==> config.mk <==
export PLATFORM = sky130hd
export DESIGN_NAME = keyed_rate_limit_table
export DESIGN_NICKNAME = d
export VERILOG_FILES = /design/src/krl_pkg.sv /design/src/krl_apb_regs.sv /design/src/krl_table_mem.sv /design/src/keyed_rate_limit_table.sv
export VERILOG_INCLUDE_DIRS = /design/src /design/src/src
export SDC_FILE = /design/constraint.sdc
export NUM_CORES = 2
export LEC_CHECK = 0
export ABC_AREA = 1
export BUFFER_PORTS_ARGS = -buffer_cell sky130_fd_sc_hd__buf_2
export CAP_MARGIN = 25
export CELL_PAD_IN_SITES_DETAIL_PLACEMENT = 1
export CELL_PAD_IN_SITES_GLOBAL_PLACEMENT = 1
export CORE_UTILIZATION = 35
export DETAILED_ROUTE_END_ITERATION = 10
export PLACE_DENSITY = 0.54
export SLEW_MARGIN = 20
export SYNTH_ARGS = -nofsm -noshare
export SYNTH_HDL_FRONTEND = slang
export SYNTH_SLANG_ARGS = --single-unit
export TNS_END_PERCENT = 5
==> constraint.sdc <==
create_clock -name clk -period 7.45 [get_ports clk]
set_clock_uncertainty 0.05 [all_clocks]
set_input_delay 1.1175 -clock clk [delete_from_list [all_inputs] [get_ports clk]]
set_output_delay 1.1175 -clock clk [all_outputs]
set_load 0.02 [all_outputs]
==> src/assert_macros.svh <==
// Assertion helpers for the rate limiter block.
// Define NO_ASSERTIONS to compile them out.
`ifndef ASSERT_MACROS_SVH
`define ASSERT_MACROS_SVH

`ifndef NO_ASSERTIONS

// Clocked check, masked while reset is asserted.
`define KRL_ASSERT(lbl, clk, rst_n, prop) \
  lbl: assert property (@(posedge clk) disable iff (!rst_n) prop) \
    else $error("krl: assertion failed");

// Clocked check that also holds across reset.
`define KRL_ASSERT_ALWAYS(lbl, clk, prop) \
  lbl: assert property (@(posedge clk) prop) \
    else $error("krl: assertion failed");

`else

`define KRL_ASSERT(lbl, clk, rst_n, prop)
`define KRL_ASSERT_ALWAYS(lbl, clk, prop)

`endif

`endif

==> src/krl_pkg.sv <==
package krl_pkg;

  localparam int TABLE_DEPTH_DEF = 32;
  localparam int KEY_WIDTH_DEF   = 32;
  localparam int TIME_W          = 32;
  localparam int IN_KEY_W        = 32;
  localparam int ENTRY_IDX_W     = 5;
  localparam int CFG_DATA_W      = 32;
  localparam int CFG_ADDR_W      = 3;
  localparam int REG_IDX_W       = CFG_ADDR_W - 2;

  localparam logic [TIME_W-1:0]    RATE_LIMIT_RST = 32'd5000;
  localparam logic [REG_IDX_W-1:0] REG_RATE_LIMIT = '0;

  localparam logic FUNC_CHECK = 1'b0;
  localparam logic FUNC_RESET = 1'b1;

  typedef enum logic [2:0] {
    OUT_HIT_ALLOWED    = 3'd0,
    OUT_HIT_SUPPRESSED = 3'd1,
    OUT_INSERTED       = 3'd2,
    OUT_EVICTED        = 3'd3,
    OUT_RESET_DONE     = 3'd4,
    OUT_RESET_MISS     = 3'd5
  } outcome_t;

  typedef enum logic [2:0] {
    ST_IDLE,
    ST_LOOKUP,
    ST_DIFF,
    ST_LIMIT,
    ST_OLDEST,
    ST_WRITE,
    ST_RESP
  } state_t;

  // Index width for a table of the given depth, never below one bit.
  function automatic int idx_width(input int depth);
    int w;
    w = (depth > 1) ? $clog2(depth) : 1;
    return w;
  endfunction

endpackage

==> src/krl_apb_regs.sv <==
module krl_apb_regs import krl_pkg::*; (
  input  logic                  clk,
  input  logic                  rst_n,
  input  logic                  psel,
  input  logic                  penable,
  input  logic                  pwrite,
  input  logic [CFG_ADDR_W-1:0] paddr,
  input  logic [CFG_DATA_W-1:0] pwdata,
  output logic [CFG_DATA_W-1:0] prdata,
  output logic                  pready,
  output logic [TIME_W-1:0]     min_gap_ms
);

  logic [TIME_W-1:0]    rate_limit_r;
  logic [REG_IDX_W-1:0] reg_idx;
  logic                 wr_stb;

  assign reg_idx = paddr[CFG_ADDR_W-1:2];
  assign wr_stb  = psel && penable && pwrite;
  assign pready  = 1'b1;

  always_ff @(posedge clk) begin
    if (!rst_n) begin
      rate_limit_r <= RATE_LIMIT_RST;
    end else if (wr_stb && (reg_idx == REG_RATE_LIMIT)) begin
      rate_limit_r <= pwdata[TIME_W-1:0];
    end
  end

  always_comb begin
    prdata = '0;
    if (reg_idx == REG_RATE_LIMIT) begin
      prdata = CFG_DATA_W'(rate_limit_r);
    end
  end

  assign min_gap_ms = rate_limit_r;

endmodule

==> src/krl_table_mem.sv <==
module krl_table_mem import krl_pkg::*; #(
  parameter int TABLE_DEPTH = TABLE_DEPTH_DEF,
  parameter int KEY_WIDTH   = KEY_WIDTH_DEF
) (
  input  logic                               clk,
  input  logic [idx_width(TABLE_DEPTH)-1:0]  rd_addr,
  output logic [KEY_WIDTH-1:0]               rd_key,
  output logic [TIME_W-1:0]                  rd_time,
  input  logic                               wr_en,
  input  logic [idx_width(TABLE_DEPTH)-1:0]  wr_addr,
  input  logic [KEY_WIDTH-1:0]               wr_key,
  input  logic [TIME_W-1:0]                  wr_time
);

  logic [KEY_WIDTH-1:0] key_mem  [TABLE_DEPTH];
  logic [TIME_W-1:0]    time_mem [TABLE_DEPTH];

  always_ff @(posedge clk) begin
    if (wr_en) begin
      key_mem[wr_addr]  <= wr_key;
      time_mem[wr_addr] <= wr_time;
    end
  end

  // Registered read port.
  always_ff @(posedge clk) begin
    rd_key  <= key_mem[rd_addr];
    rd_time <= time_mem[rd_addr];
  end

endmodule

==> src/keyed_rate_limit_table.sv <==
// Channel   Direction  Handshake              Beat contents
// --------  ---------  ---------------------  -------------------------------
// in        input      in_valid / in_ready    in_func, in_key, in_now_ms
// out       output     out_valid / out_ready  out_allowed, out_entry_index,
//                                             out_outcome
// cfg       input      psel/penable, pready   minimum gap (ms) at paddr 0
//
// A request sweeps the filled entries for its key; an eviction then also sweeps them for
// the oldest entry. Each sweep reads one entry a cycle through the single registered read
// port of the table memory. rst_n is synchronous; it empties the table (fill count to zero)
// and sets the limit to 5000. in_ready is low from acceptance until the result beat sits in
// the output register.
`include "assert_macros.svh"

module keyed_rate_limit_table import krl_pkg::*; #(
  parameter int TABLE_DEPTH = TABLE_DEPTH_DEF,
  parameter int KEY_WIDTH   = KEY_WIDTH_DEF
) (
  input  logic                   clk,
  input  logic                   rst_n,
  // configuration port
  input  logic                   psel,
  input  logic                   penable,
  input  logic                   pwrite,
  input  logic [CFG_ADDR_W-1:0]  paddr,
  input  logic [CFG_DATA_W-1:0]  pwdata,
  output logic [CFG_DATA_W-1:0]  prdata,
  output logic                   pready,
  // request channel
  input  logic                   in_valid,
  output logic                   in_ready,
  input  logic                   in_func,
  input  logic [IN_KEY_W-1:0]    in_key,
  input  logic [TIME_W-1:0]      in_now_ms,
  // result channel
  output logic                   out_valid,
  input  logic                   out_ready,
  output logic                   out_allowed,
  output logic [ENTRY_IDX_W-1:0] out_entry_index,
  output logic [2:0]             out_outcome
);

  localparam int IDX_W = idx_width(TABLE_DEPTH);
  localparam int CNT_W = $clog2(TABLE_DEPTH + 1);
  localparam logic [CNT_W-1:0] FULL_CNT = CNT_W'(TABLE_DEPTH);

  // ---------------------------------------------------------------------
  // Registers
  // ---------------------------------------------------------------------
  state_t                   state_r,       state_nxt;
  logic [CNT_W-1:0]         fill_r,        fill_nxt;
  logic [CNT_W-1:0]         rd_cnt_r,      rd_cnt_nxt;
  logic                     cmp_vld_r,     cmp_vld_nxt;
  logic                     out_valid_r,   out_valid_nxt;

  logic                     func_r,        func_nxt;
  logic [KEY_WIDTH-1:0]     key_r,         key_nxt;
  logic [TIME_W-1:0]        now_r,         now_nxt;
  logic [IDX_W-1:0]         cmp_idx_r,     cmp_idx_nxt;
  logic [IDX_W-1:0]         best_idx_r,    best_idx_nxt;
  logic [TIME_W-1:0]        best_time_r,   best_time_nxt;
  logic [TIME_W-1:0]        diff_r,        diff_nxt;
  logic [IDX_W-1:0]         res_idx_r,     res_idx_nxt;
  outcome_t                 res_outcome_r, res_outcome_nxt;
  logic                     res_allowed_r, res_allowed_nxt;
  logic                     out_allowed_r, out_allowed_nxt;
  logic [ENTRY_IDX_W-1:0]   out_idx_r,     out_idx_nxt;
  outcome_t                 out_outcome_r, out_outcome_nxt;

  // ---------------------------------------------------------------------
  // Configuration register
  // ---------------------------------------------------------------------
  logic [TIME_W-1:0] min_gap_ms;

  krl_apb_regs u_regs (
    .clk        (clk),
    .rst_n      (rst_n),
    .psel       (psel),
    .penable    (penable),
    .pwrite     (pwrite),
    .paddr      (paddr),
    .pwdata     (pwdata),
    .prdata     (prdata),
    .pready     (pready),
    .min_gap_ms (min_gap_ms)
  );

  // ---------------------------------------------------------------------
  // Key and time store: one read port, swept by rd_cnt_r
  // ---------------------------------------------------------------------
  logic [KEY_WIDTH-1:0] rd_key;
  logic [TIME_W-1:0]    rd_time;
  logic                 wr_en;
  logic [TIME_W-1:0]    wr_time;

  // A reset request that hit writes a zero time; every other write records now.
  assign wr_time = (func_r == FUNC_RESET) ? '0 : now_r;

  krl_table_mem #(
    .TABLE_DEPTH (TABLE_DEPTH),
    .KEY_WIDTH   (KEY_WIDTH)
  ) u_mem (
    .clk     (clk),
    .rd_addr (rd_cnt_r[IDX_W-1:0]),
    .rd_key  (rd_key),
    .rd_time (rd_time),
    .wr_en   (wr_en),
    .wr_addr (res_idx_r),
    .wr_key  (key_r),
    .wr_time (wr_time)
  );

  // ---------------------------------------------------------------------
  // Shared subtractor: elapsed time, limit compare and oldest search all
  // go through this one 33-bit subtract; the top bit is the borrow (a < b).
  // ---------------------------------------------------------------------
  logic [TIME_W-1:0] unit_a;
  logic [TIME_W-1:0] unit_b;
  logic [TIME_W:0]   unit_res;
  logic              unit_borrow;

  always_comb begin
    case (state_r)
      ST_DIFF: begin
        unit_a = now_r;
        unit_b = best_time_r;
      end
      ST_LIMIT: begin
        unit_a = diff_r;
        unit_b = min_gap_ms;
      end
      default: begin
        unit_a = rd_time;
        unit_b = best_time_r;
      end
    endcase
  end

  assign unit_res    = {1'b0, unit_a} - {1'b0, unit_b};
  assign unit_borrow = unit_res[TIME_W];

  // ---------------------------------------------------------------------
  // Sequencer
  // ---------------------------------------------------------------------
  assign in_ready = (state_r == ST_IDLE);

  always_comb begin
    state_nxt       = state_r;
    fill_nxt        = fill_r;
    rd_cnt_nxt      = rd_cnt_r;
    cmp_vld_nxt     = cmp_vld_r;
    func_nxt        = func_r;
    key_nxt         = key_r;
    now_nxt         = now_r;
    cmp_idx_nxt     = cmp_idx_r;
    best_idx_nxt    = best_idx_r;
    best_time_nxt   = best_time_r;
    diff_nxt        = diff_r;
    res_idx_nxt     = res_idx_r;
    res_outcome_nxt = res_outcome_r;
    res_allowed_nxt = res_allowed_r;
    out_allowed_nxt = out_allowed_r;
    out_idx_nxt     = out_idx_r;
    out_outcome_nxt = out_outcome_r;
    wr_en           = 1'b0;

    // Drop the held result once it has been taken.
    out_valid_nxt = out_valid_r && !out_ready;

    case (state_r)
      ST_IDLE: begin
        rd_cnt_nxt  = '0;
        cmp_vld_nxt = 1'b0;
        if (in_valid) begin
          func_nxt  = in_func;
          key_nxt   = KEY_WIDTH'(in_key);
          now_nxt   = in_now_ms;
          state_nxt = ST_LOOKUP;
        end
      end

      ST_LOOKUP: begin
        // Issue the next read; its data is compared in the following cycle.
        if (rd_cnt_r < fill_r) begin
          rd_cnt_nxt  = rd_cnt_r + 1'b1;
          cmp_vld_nxt = 1'b1;
          cmp_idx_nxt = rd_cnt_r[IDX_W-1:0];
        end else begin
          cmp_vld_nxt = 1'b0;
        end

        if (cmp_vld_r && (rd_key == key_r)) begin
          res_idx_nxt   = cmp_idx_r;
          best_time_nxt = rd_time;
          if (func_r == FUNC_RESET) begin
            res_outcome_nxt = OUT_RESET_DONE;
            res_allowed_nxt = 1'b0;
            state_nxt       = ST_WRITE;
          end else begin
            state_nxt = ST_DIFF;
          end
        end else if (!cmp_vld_r && (rd_cnt_r == fill_r)) begin
          // Every filled entry compared: miss.
          rd_cnt_nxt  = '0;
          cmp_vld_nxt = 1'b0;
          if (func_r == FUNC_RESET) begin
            res_idx_nxt     = '0;
            res_outcome_nxt = OUT_RESET_MISS;
            res_allowed_nxt = 1'b0;
            state_nxt       = ST_RESP;
          end else if (fill_r != FULL_CNT) begin
            res_idx_nxt     = fill_r[IDX_W-1:0];
            res_outcome_nxt = OUT_INSERTED;
            res_allowed_nxt = 1'b1;
            state_nxt       = ST_WRITE;
          end else begin
            state_nxt = ST_OLDEST;
          end
        end
      end

      ST_DIFF: begin
        diff_nxt  = unit_res[TIME_W-1:0];
        state_nxt = ST_LIMIT;
      end

      ST_LIMIT: begin
        if (!unit_borrow) begin
          res_outcome_nxt = OUT_HIT_ALLOWED;
          res_allowed_nxt = 1'b1;
          state_nxt       = ST_WRITE;
        end else begin
          res_outcome_nxt = OUT_HIT_SUPPRESSED;
          res_allowed_nxt = 1'b0;
          state_nxt       = ST_RESP;
        end
      end

      ST_OLDEST: begin
        if (rd_cnt_r < fill_r) begin
          rd_cnt_nxt  = rd_cnt_r + 1'b1;
          cmp_vld_nxt = 1'b1;
          cmp_idx_nxt = rd_cnt_r[IDX_W-1:0];
        end else begin
          cmp_vld_nxt = 1'b0;
        end

        // Strictly smaller only, so the lowest index keeps a tie.
        if (cmp_vld_r && ((cmp_idx_r == '0) || unit_borrow)) begin
          best_idx_nxt  = cmp_idx_r;
          best_time_nxt = rd_time;
        end

        if (!cmp_vld_r && (rd_cnt_r == fill_r)) begin
          res_idx_nxt     = best_idx_r;
          res_outcome_nxt = OUT_EVICTED;
          res_allowed_nxt = 1'b1;
          state_nxt       = ST_WRITE;
        end
      end

      ST_WRITE: begin
        wr_en = 1'b1;
        if (res_outcome_r == OUT_INSERTED) begin
          fill_nxt = fill_r + 1'b1;
        end
        state_nxt = ST_RESP;
      end

      ST_RESP: begin
        // Hold until the output register is free.
        if (!out_valid_r || out_ready) begin
          out_valid_nxt   = 1'b1;
          out_allowed_nxt = res_allowed_r;
          out_idx_nxt     = ENTRY_IDX_W'(res_idx_r);
          out_outcome_nxt = res_outcome_r;
          state_nxt       = ST_IDLE;
        end
      end

      default: begin
        state_nxt = ST_IDLE;
      end
    endcase
  end

  // Control state
  always_ff @(posedge clk) begin
    if (!rst_n) begin
      state_r     <= ST_IDLE;
      fill_r      <= '0;
      rd_cnt_r    <= '0;
      cmp_vld_r   <= 1'b0;
      out_valid_r <= 1'b0;
    end else begin
      state_r     <= state_nxt;
      fill_r      <= fill_nxt;
      rd_cnt_r    <= rd_cnt_nxt;
      cmp_vld_r   <= cmp_vld_nxt;
      out_valid_r <= out_valid_nxt;
    end
  end

  // Payload
  always_ff @(posedge clk) begin
    func_r        <= func_nxt;
    key_r         <= key_nxt;
    now_r         <= now_nxt;
    cmp_idx_r     <= cmp_idx_nxt;
    best_idx_r    <= best_idx_nxt;
    best_time_r   <= best_time_nxt;
    diff_r        <= diff_nxt;
    res_idx_r     <= res_idx_nxt;
    res_outcome_r <= res_outcome_nxt;
    res_allowed_r <= res_allowed_nxt;
    out_allowed_r <= out_allowed_nxt;
    out_idx_r     <= out_idx_nxt;
    out_outcome_r <= out_outcome_nxt;
  end

  assign out_valid       = out_valid_r;
  assign out_allowed     = out_allowed_r;
  assign out_entry_index = out_idx_r;
  assign out_outcome     = out_outcome_r;

  // ---------------------------------------------------------------------
  // Assertions
  // ---------------------------------------------------------------------
  // Result beats that must never carry an allow.
  logic out_denied;
  assign out_denied = out_valid && ((out_outcome == OUT_RESET_DONE) ||
                                    (out_outcome == OUT_RESET_MISS) ||
                                    (out_outcome == OUT_HIT_SUPPRESSED));

  `KRL_ASSERT_ALWAYS(a_reset_idle, clk, !rst_n |=> (state_r == ST_IDLE) && !out_valid_r)
  `KRL_ASSERT(a_fill_bound, clk, rst_n, fill_r <= FULL_CNT)
  `KRL_ASSERT(a_accept_lookup, clk, rst_n, (in_valid && in_ready) |=> (state_r == ST_LOOKUP))
  `KRL_ASSERT(a_load_from_resp, clk, rst_n, $rose(out_valid_r) |-> $past(state_r == ST_RESP))
  `KRL_ASSERT(a_reset_not_allowed, clk, rst_n, out_denied |-> !out_allowed)

endmodule

Yosys cells after proc, flatten, opt, wreduce, memory -nomap -nowiden
Memory sizes are Yosys's and may differ from the RTL's. A register that Yosys moved wholly into a read port is not among the register bits. Cells that the tools add are included.

Flip-flop bits (word level): 206. Latch bits: 0. RAM bits: 2048. ROM bits: 0. Output and inout port bits: 44. Logic and storage cells: 124. Memories kept: 2.

Memory list: u_mem.key_mem (depth 32, width 32, rd ports 1, clocked after Yosys merged registers in 1, write ports 1, line krl_table_mem.sv:15) `logic [KEY_WIDTH-1:0] key_mem [TABLE_DEPTH];`; u_mem.time_mem (depth 32, width 32, rd ports 1, clocked after Yosys merged registers in 1, write ports 1, line krl_table_mem.sv:16) `logic [TIME_W-1:0] time_mem [TABLE_DEPTH];`.

Add/sub/neg operators: 3. $mul: 0. Div/mod/pow operators: 0. Magnitude comparators: 1. Equality and inequality tests: 19. Shifts and indexed selects: 0. Muxes and demuxes: 52. Bitwise operators: 1. Reduce and logical (&&, ||, !) cells: 27.

Operators with widths (number): 2-to-1 mux 32 bit (5); one-hot mux 32 bit (2 select lines) (2); 2-to-1 mux 3 bit (12); subtractor 32 x 32 -> 33 bit (1); == test 32 bit (1); 2-to-1 mux 5 bit (5); one-hot mux 3 bit (7 select lines) (1); 2-to-1 mux 6 bit (3); one-hot mux 6 bit (3 select lines) (1); 2-to-1 mux 1 bit (17); adder 6 x 1 -> 6 bit (second input constant) (2); inequality test 2 bit (second input constant) (5); one-hot mux 5 bit (2 select lines) (1); AND reduction 2 bit (5); == test 3 x 2 -> 1 bit (second input constant) (3); == test 3 bit (second input constant) (3); one-hot mux 3 bit (3 select lines) (1); inequality test 4 bit (second input constant) (2); AND reduction 4 bit (2); logical AND 1 bit (7); == test 6 bit (1); less-than comparator 6 bit (1); inequality test 3 bit (second input constant) (2); inequality test 6 bit (second input constant) (1); other kinds (13) (19).

Depth between registers and ports, before layout
Depth after elaboration: 7. Depth in mapped cells: 23. Mapped depth without buffers: 22.

Cells and area by module
A second synthesis with hierarchy kept.

Cell total of the unflattened synthesis: 8151. Area, all modules: 94770.9 µm².

Modules (own cells, without submodules): krl_table_mem (times used 1, cells an instance 6762, area each 83098.4 µm²); keyed_rate_limit_table (times used 1, cells an instance 1119, area each 10004.6 µm²); krl_apb_regs (times used 1, cells an instance 270, area each 1667.8 µm²).

Worst setup path after synthesis
Ideal clock, no wire load.

Kind: input port to flip-flop. Start point: input port in_valid. End point: register func_r (enable). Library setup time: 0.568 ns. Arrival time: 5.569 ns. Data required time: 6.832 ns. Slack: 1.263 ns. Stages on the path: 2. Buffers on the path: 0. Path through: inv_1 nor3_1.

Word-level cells in the longest chain between the ends: 1.

RTL lines: from (decl) (line keyed_rate_limit_table.sv:30) `input logic in_valid,`; AND reduction 2 bit (no source line); to (signal assigned) (line keyed_rate_limit_table.sv:306) `func_r <= func_nxt;`; to (decl) (line keyed_rate_limit_table.sv:56) `logic func_r, func_nxt;`.

Every way passes these cells. A chain may end at the register's enable or synchronous reset.

Worst setup path after layout
Start point: register state_r[2]. End point: register best_time_r[29] (enable).

Word-level cells in the longest chain between the ends: 7.

RTL lines: from (decl) (line keyed_rate_limit_table.sv:50) `state_t state_r, state_nxt;`; from (signal assigned) (line keyed_rate_limit_table.sv:296) `state_r <= state_nxt;`; == test 3 x 2 -> 1 bit (line keyed_rate_limit_table.sv:123) `case (state_r)`; one-hot mux 32 bit (2 select lines) or 2-to-1 mux 32 bit (tied branches) (line keyed_rate_limit_table.sv:123); subtractor 32 x 32 -> 33 bit (line keyed_rate_limit_table.sv:139) `assign unit_res = {1'b0, unit_a} - {1'b0, unit_b};`; logical OR 1 bit (line keyed_rate_limit_table.sv:249) `if (cmp_vld_r && ((cmp_idx_r == '0) || unit_borrow)) begin`; logical AND 1 bit (line keyed_rate_limit_table.sv:249); inequality test 2 bit (no source line); AND reduction 3 bit (no source line) (*); to (signal assigned) (line keyed_rate_limit_table.sv:311) `best_time_r <= best_time_nxt;`; to (decl) (line keyed_rate_limit_table.sv:61) `logic [TIME_W-1:0] best_time_r, best_time_nxt;`.

Every way passes the cells marked *; elsewhere a longest branch is shown, timed or not.

==> metrics.md <==
| Metric | Value |
|---|---|
| Main area contributors after synthesis | `edfxtp_1 72%, o21ai_0 6.3%, nor2_1 5.3%` |
| Initial Util | `35.25%` |
| Final std cells w/o fill | `approximately 11000` |
| GP Congestion | `0.8485` |
| Cell count after synthesis | `between 7000 and 8000` |
| GRT Total Usage | `between 20% and 30%` |
| Placed Area | `96700 µm²` |
| Clk buf depth | `4` |
| Top_reg_cell synth | `edfxtp_1` |
| Die extent in y | `513.4 µm` |
| CP arrival | `about 5.7 ns` |
| Post-Syn Nets | `7224` |
| Final hold slack | `0.3148 ns` |
| M3 GR Usage | `3.231%` |
| Via count | `60000` |
| Kind of critical path | `reg -> reg` |
| DRT antenna net count | `0` |
| Worst skew pair latency | `0.94 ns` |
| Core footprint | `259700 µm²` |
| Layout area overhead | `14.76%` |
| Hold Crit Start | `in_key[30]` |
| Crit-path slowest cell | `buf_4` |
| Mapped Avg Cell Area | `around 13 µm²` |
| Reg2reg start | `state_r[2]` |
| Leakage | `34.99 nW` |
| Synth Area in XOR/XNOR | `0.4497%` |
| Sequential fraction of the synthesis area | `74.80%` |
| Crit path max-delay family | `buffers and inverters` |
| Setup-failing EPs final | `0` |
| Fillers | `26820` |
| Hold Path Depth | `1` |
| CP cell instances | `nor2_2, buf_4, inv_1, nor2_4, buf_4, o21ai_0, fa_1, nand2_1, nand2_1, nand3_1, nand2_1, nand2_1, nand2_1, nand2_1, nand2_1, o21ai_0, nand3_1, a21boi_4, buf_4` |
| Inst Count DP | `10330` |
| Hold Buf Count CTS | `0` |
| Ys async rst share | `0%` |
| Unrepaired setup endpoints after global routing | `false` |
| Worst hold endpoint | `key_r[30]` |
| Die W | `513.4 µm` |
| R2R setup slack | `2.23 ns` |
| Drt pass-1 iters | `5` |
| Nets | `7362` |
| R2r worst-path depth | `19` |
| Pwr Density | `276.1 nW/µm²` |
| Vias in the first global route | `60770` |
| Final wirelength | `306500 µm` |
| Share of cells above drive strength 1 | `10.30%` |
| Maxcap violations | `0` |
| Post-detail-place hpwl | `154500 µm` |
| Largest net degree at the start of global routing | `~190` |
| CTS Sinks | `2318` |
| Buffer count from post-CTS setup fixing | `0` |
| Avg Vias per Cell | `5.554` |
| Synth top area share | `between 70% and 80%` |
| Design area | `~110000 µm²` |
| Status | `complete, no violations` |
| Post-synthesis mux area share | `less than 1%` |
| Fin. Hold Viols | `0` |
| Grt met2 use | `37.82%` |
| Initial antenna violation count | `6` |
| Least-Margin Pin Slew | `1.131 ns` |
| First-pass GRT wire length | `438400 µm` |
| Slew HR | `between 20% and 30%` |
| Post-Synth Simple-Gate Area | `8.369%` |
| Top-level port count | `151` |
| Synthesized cell area | `91540 µm²` |
| YS warnings | `0` |
| Worst Setup End Kind | `register` |
| Critical Path Most Common Cell | `nand2_1` |
| Drt wl/cell | `28.37 µm` |
| Tmin final | `5.223 ns` |
| DR iter-0 viols | `roughly 5200` |
| Buf/Inv on CP | `4` |
| Met1 Track Usage GR | `31.59%` |
| Area leader, netlist | `edfxtp_1` |
| VDD IR max | `0.1698 mV` |
| Reg2reg end | `best_time_r[29]` |
| DRC | `0` |
| Yosys reg bits | `2318` |
| Die area | `263600 µm²` |
| Biggest regs | `u_mem.key_mem: 1024 flops, u_mem.time_mem: 1024 flops` |
| GRT overflow | `0` |
| Final Max Slew Viols | `0` |
| Number of synthesized flops with an enable pin | `2205` |
| Root buffer cell | `clkbuf_16` |
| Worst Setup Start Kind | `register` |
| IO Port Bufs | `147` |
| Setup TNS | `0 ns` |
| Grt peak-use layer | `met2` |
| Critical-path maximum fanout | `77` |
| Library cells used by synthesis | `50` |
| Final worst-path cycle share | `70.10%` |
| Maximum clock rate | `191.5 MHz` |
| Placement Rows | `187` |
| Crit path largest cell delay | `0.60 ns` |
| Largest family of logic cells by synthesized area | `compound AO/OA/AOI/OAI gates` |
| Clock slew at reported path FFs | `0.06 ns` |
| CTS Buf Count | `274` |
| Cts repair resizes | `0` |
| Worst hold-check path type | `in -> reg` |
| H-tree depth | `5` |
| Post-Synth Adder-Cell Area | `0.6370%` |
| CTS tree | `yes` |
| Critical Path RT | `between 7 and 8 ns` |
| Compound-Gate Fraction of Synth Area | `around 13%` |
layout by cell type, fill, tap and decap left out, types with 5 or more instances in the layout:
master and count:
inv_6 5, a31oi_1 76, nand3_1 105, nor2_4 45
buf_12 29, clkinv_1 31, xor2_1 21, o221ai_1 154
nor3_1 34, a21oi_1 169, nand2_1 470, buf_4 135
nor2_1 1245, o211a_1 23, o31ai_1 5, a41oi_1 12
xnor2_1 26, nand4_1 22, o2111ai_1 5, buf_6 5
clkbuf_8 24, dfxtp_1 109, clkinv_2 38, bufinv_16 8
buf_2 147, inv_1 201, clkbuf_16 283, a21o_1 8
o21ai_1 9, clkbuf_1 74, o211ai_1 28, ha_1 45
edfxtp_1 2205, a211oi_1 9, nor2_2 17, nor4_1 6
o21ai_0 1144, o22ai_1 376
cell families after synthesis:
group | count (synthesis)
flops | 2318
other cells | 1
mux | 2
fa+ha+maj | 46
xor+xnor | 47
buf+inv | 669
simple gates | 1957
compound gates | 2031
report_power, final:
| part | internal [mW] | switching, mW | total [mW] |
|---|---|---|---|
| clock network | 7.45 | 5.20 | 12.6 |
| registers | 14.8 | 0.0628 | 14.8 |
| logic | 0.357 | 1.18 | 1.54 |
| total | 22.6 | 6.44 | 29.0 |
stage by stage:
step	worst slack, ns	total power [mW]	util (%)
4_1_cts	2.100	29.30	40.43
6_report	2.227	29.00	40.45
5_1_grt	1.837	29.87	40.45
3_5_place_dp	2.112	16.63	37.23
3_3_place_gp	2.179	16.58	37.16
2_1_floorplan	1.263	15.94	-
metal layers:
metal,vias up,share of wire [%]
li1,26500,-
met1,31630,45
met2,1493,48
met3,377,4.7
met4,0,2.1
met5,-,0
layout make-up:
type,count,area [µm²],share of cell area (%)
repair buffers,320,2446,2.329
inverters,211,834.6,0.7944
diodes,3,7.507,0.007146
clock inverters,84,620.6,0.5908
clock buffers,381,7690,7.320
multi-input cells,4084,20700,19.71
well taps,3402,4257,4.052
flip-flops and latches,2318,68490,65.20
synth_stat cells (all sizes together) (22+ instances only):
cell and n:
inv 209, o221ai 154, clkbuf 296, edfxtp 2205
a31oi 76, ha 45, o211a 23, a21oi 169
nand2 470, nor3 35, nor2 1307, o21ai 1153
nand4 22, xnor2 26, o211ai 28, o22ai 376
dfxtp 113, buf 162, nand3 105
worst max-delay path by stage:
| stage | startpoint | endpoint | slack (ns) | cells after the start |
|---|---|---|---|---|
| floorplan | in_valid | func_r | 1.26 | 2 |
| global placement | state_r[2] | best_time_r[29] | 2.18 | 19 |
| detailed placement | state_r[2] | best_time_r[29] | 2.11 | 19 |
| CTS | state_r[2] | best_time_r[29] | 2.10 | 19 |
| global route | state_r[2] | best_time_r[3] | 1.84 | 19 |
| finish | state_r[2] | best_time_r[29] | 2.23 | 19 |
Power figures use the tool's default switching activity.
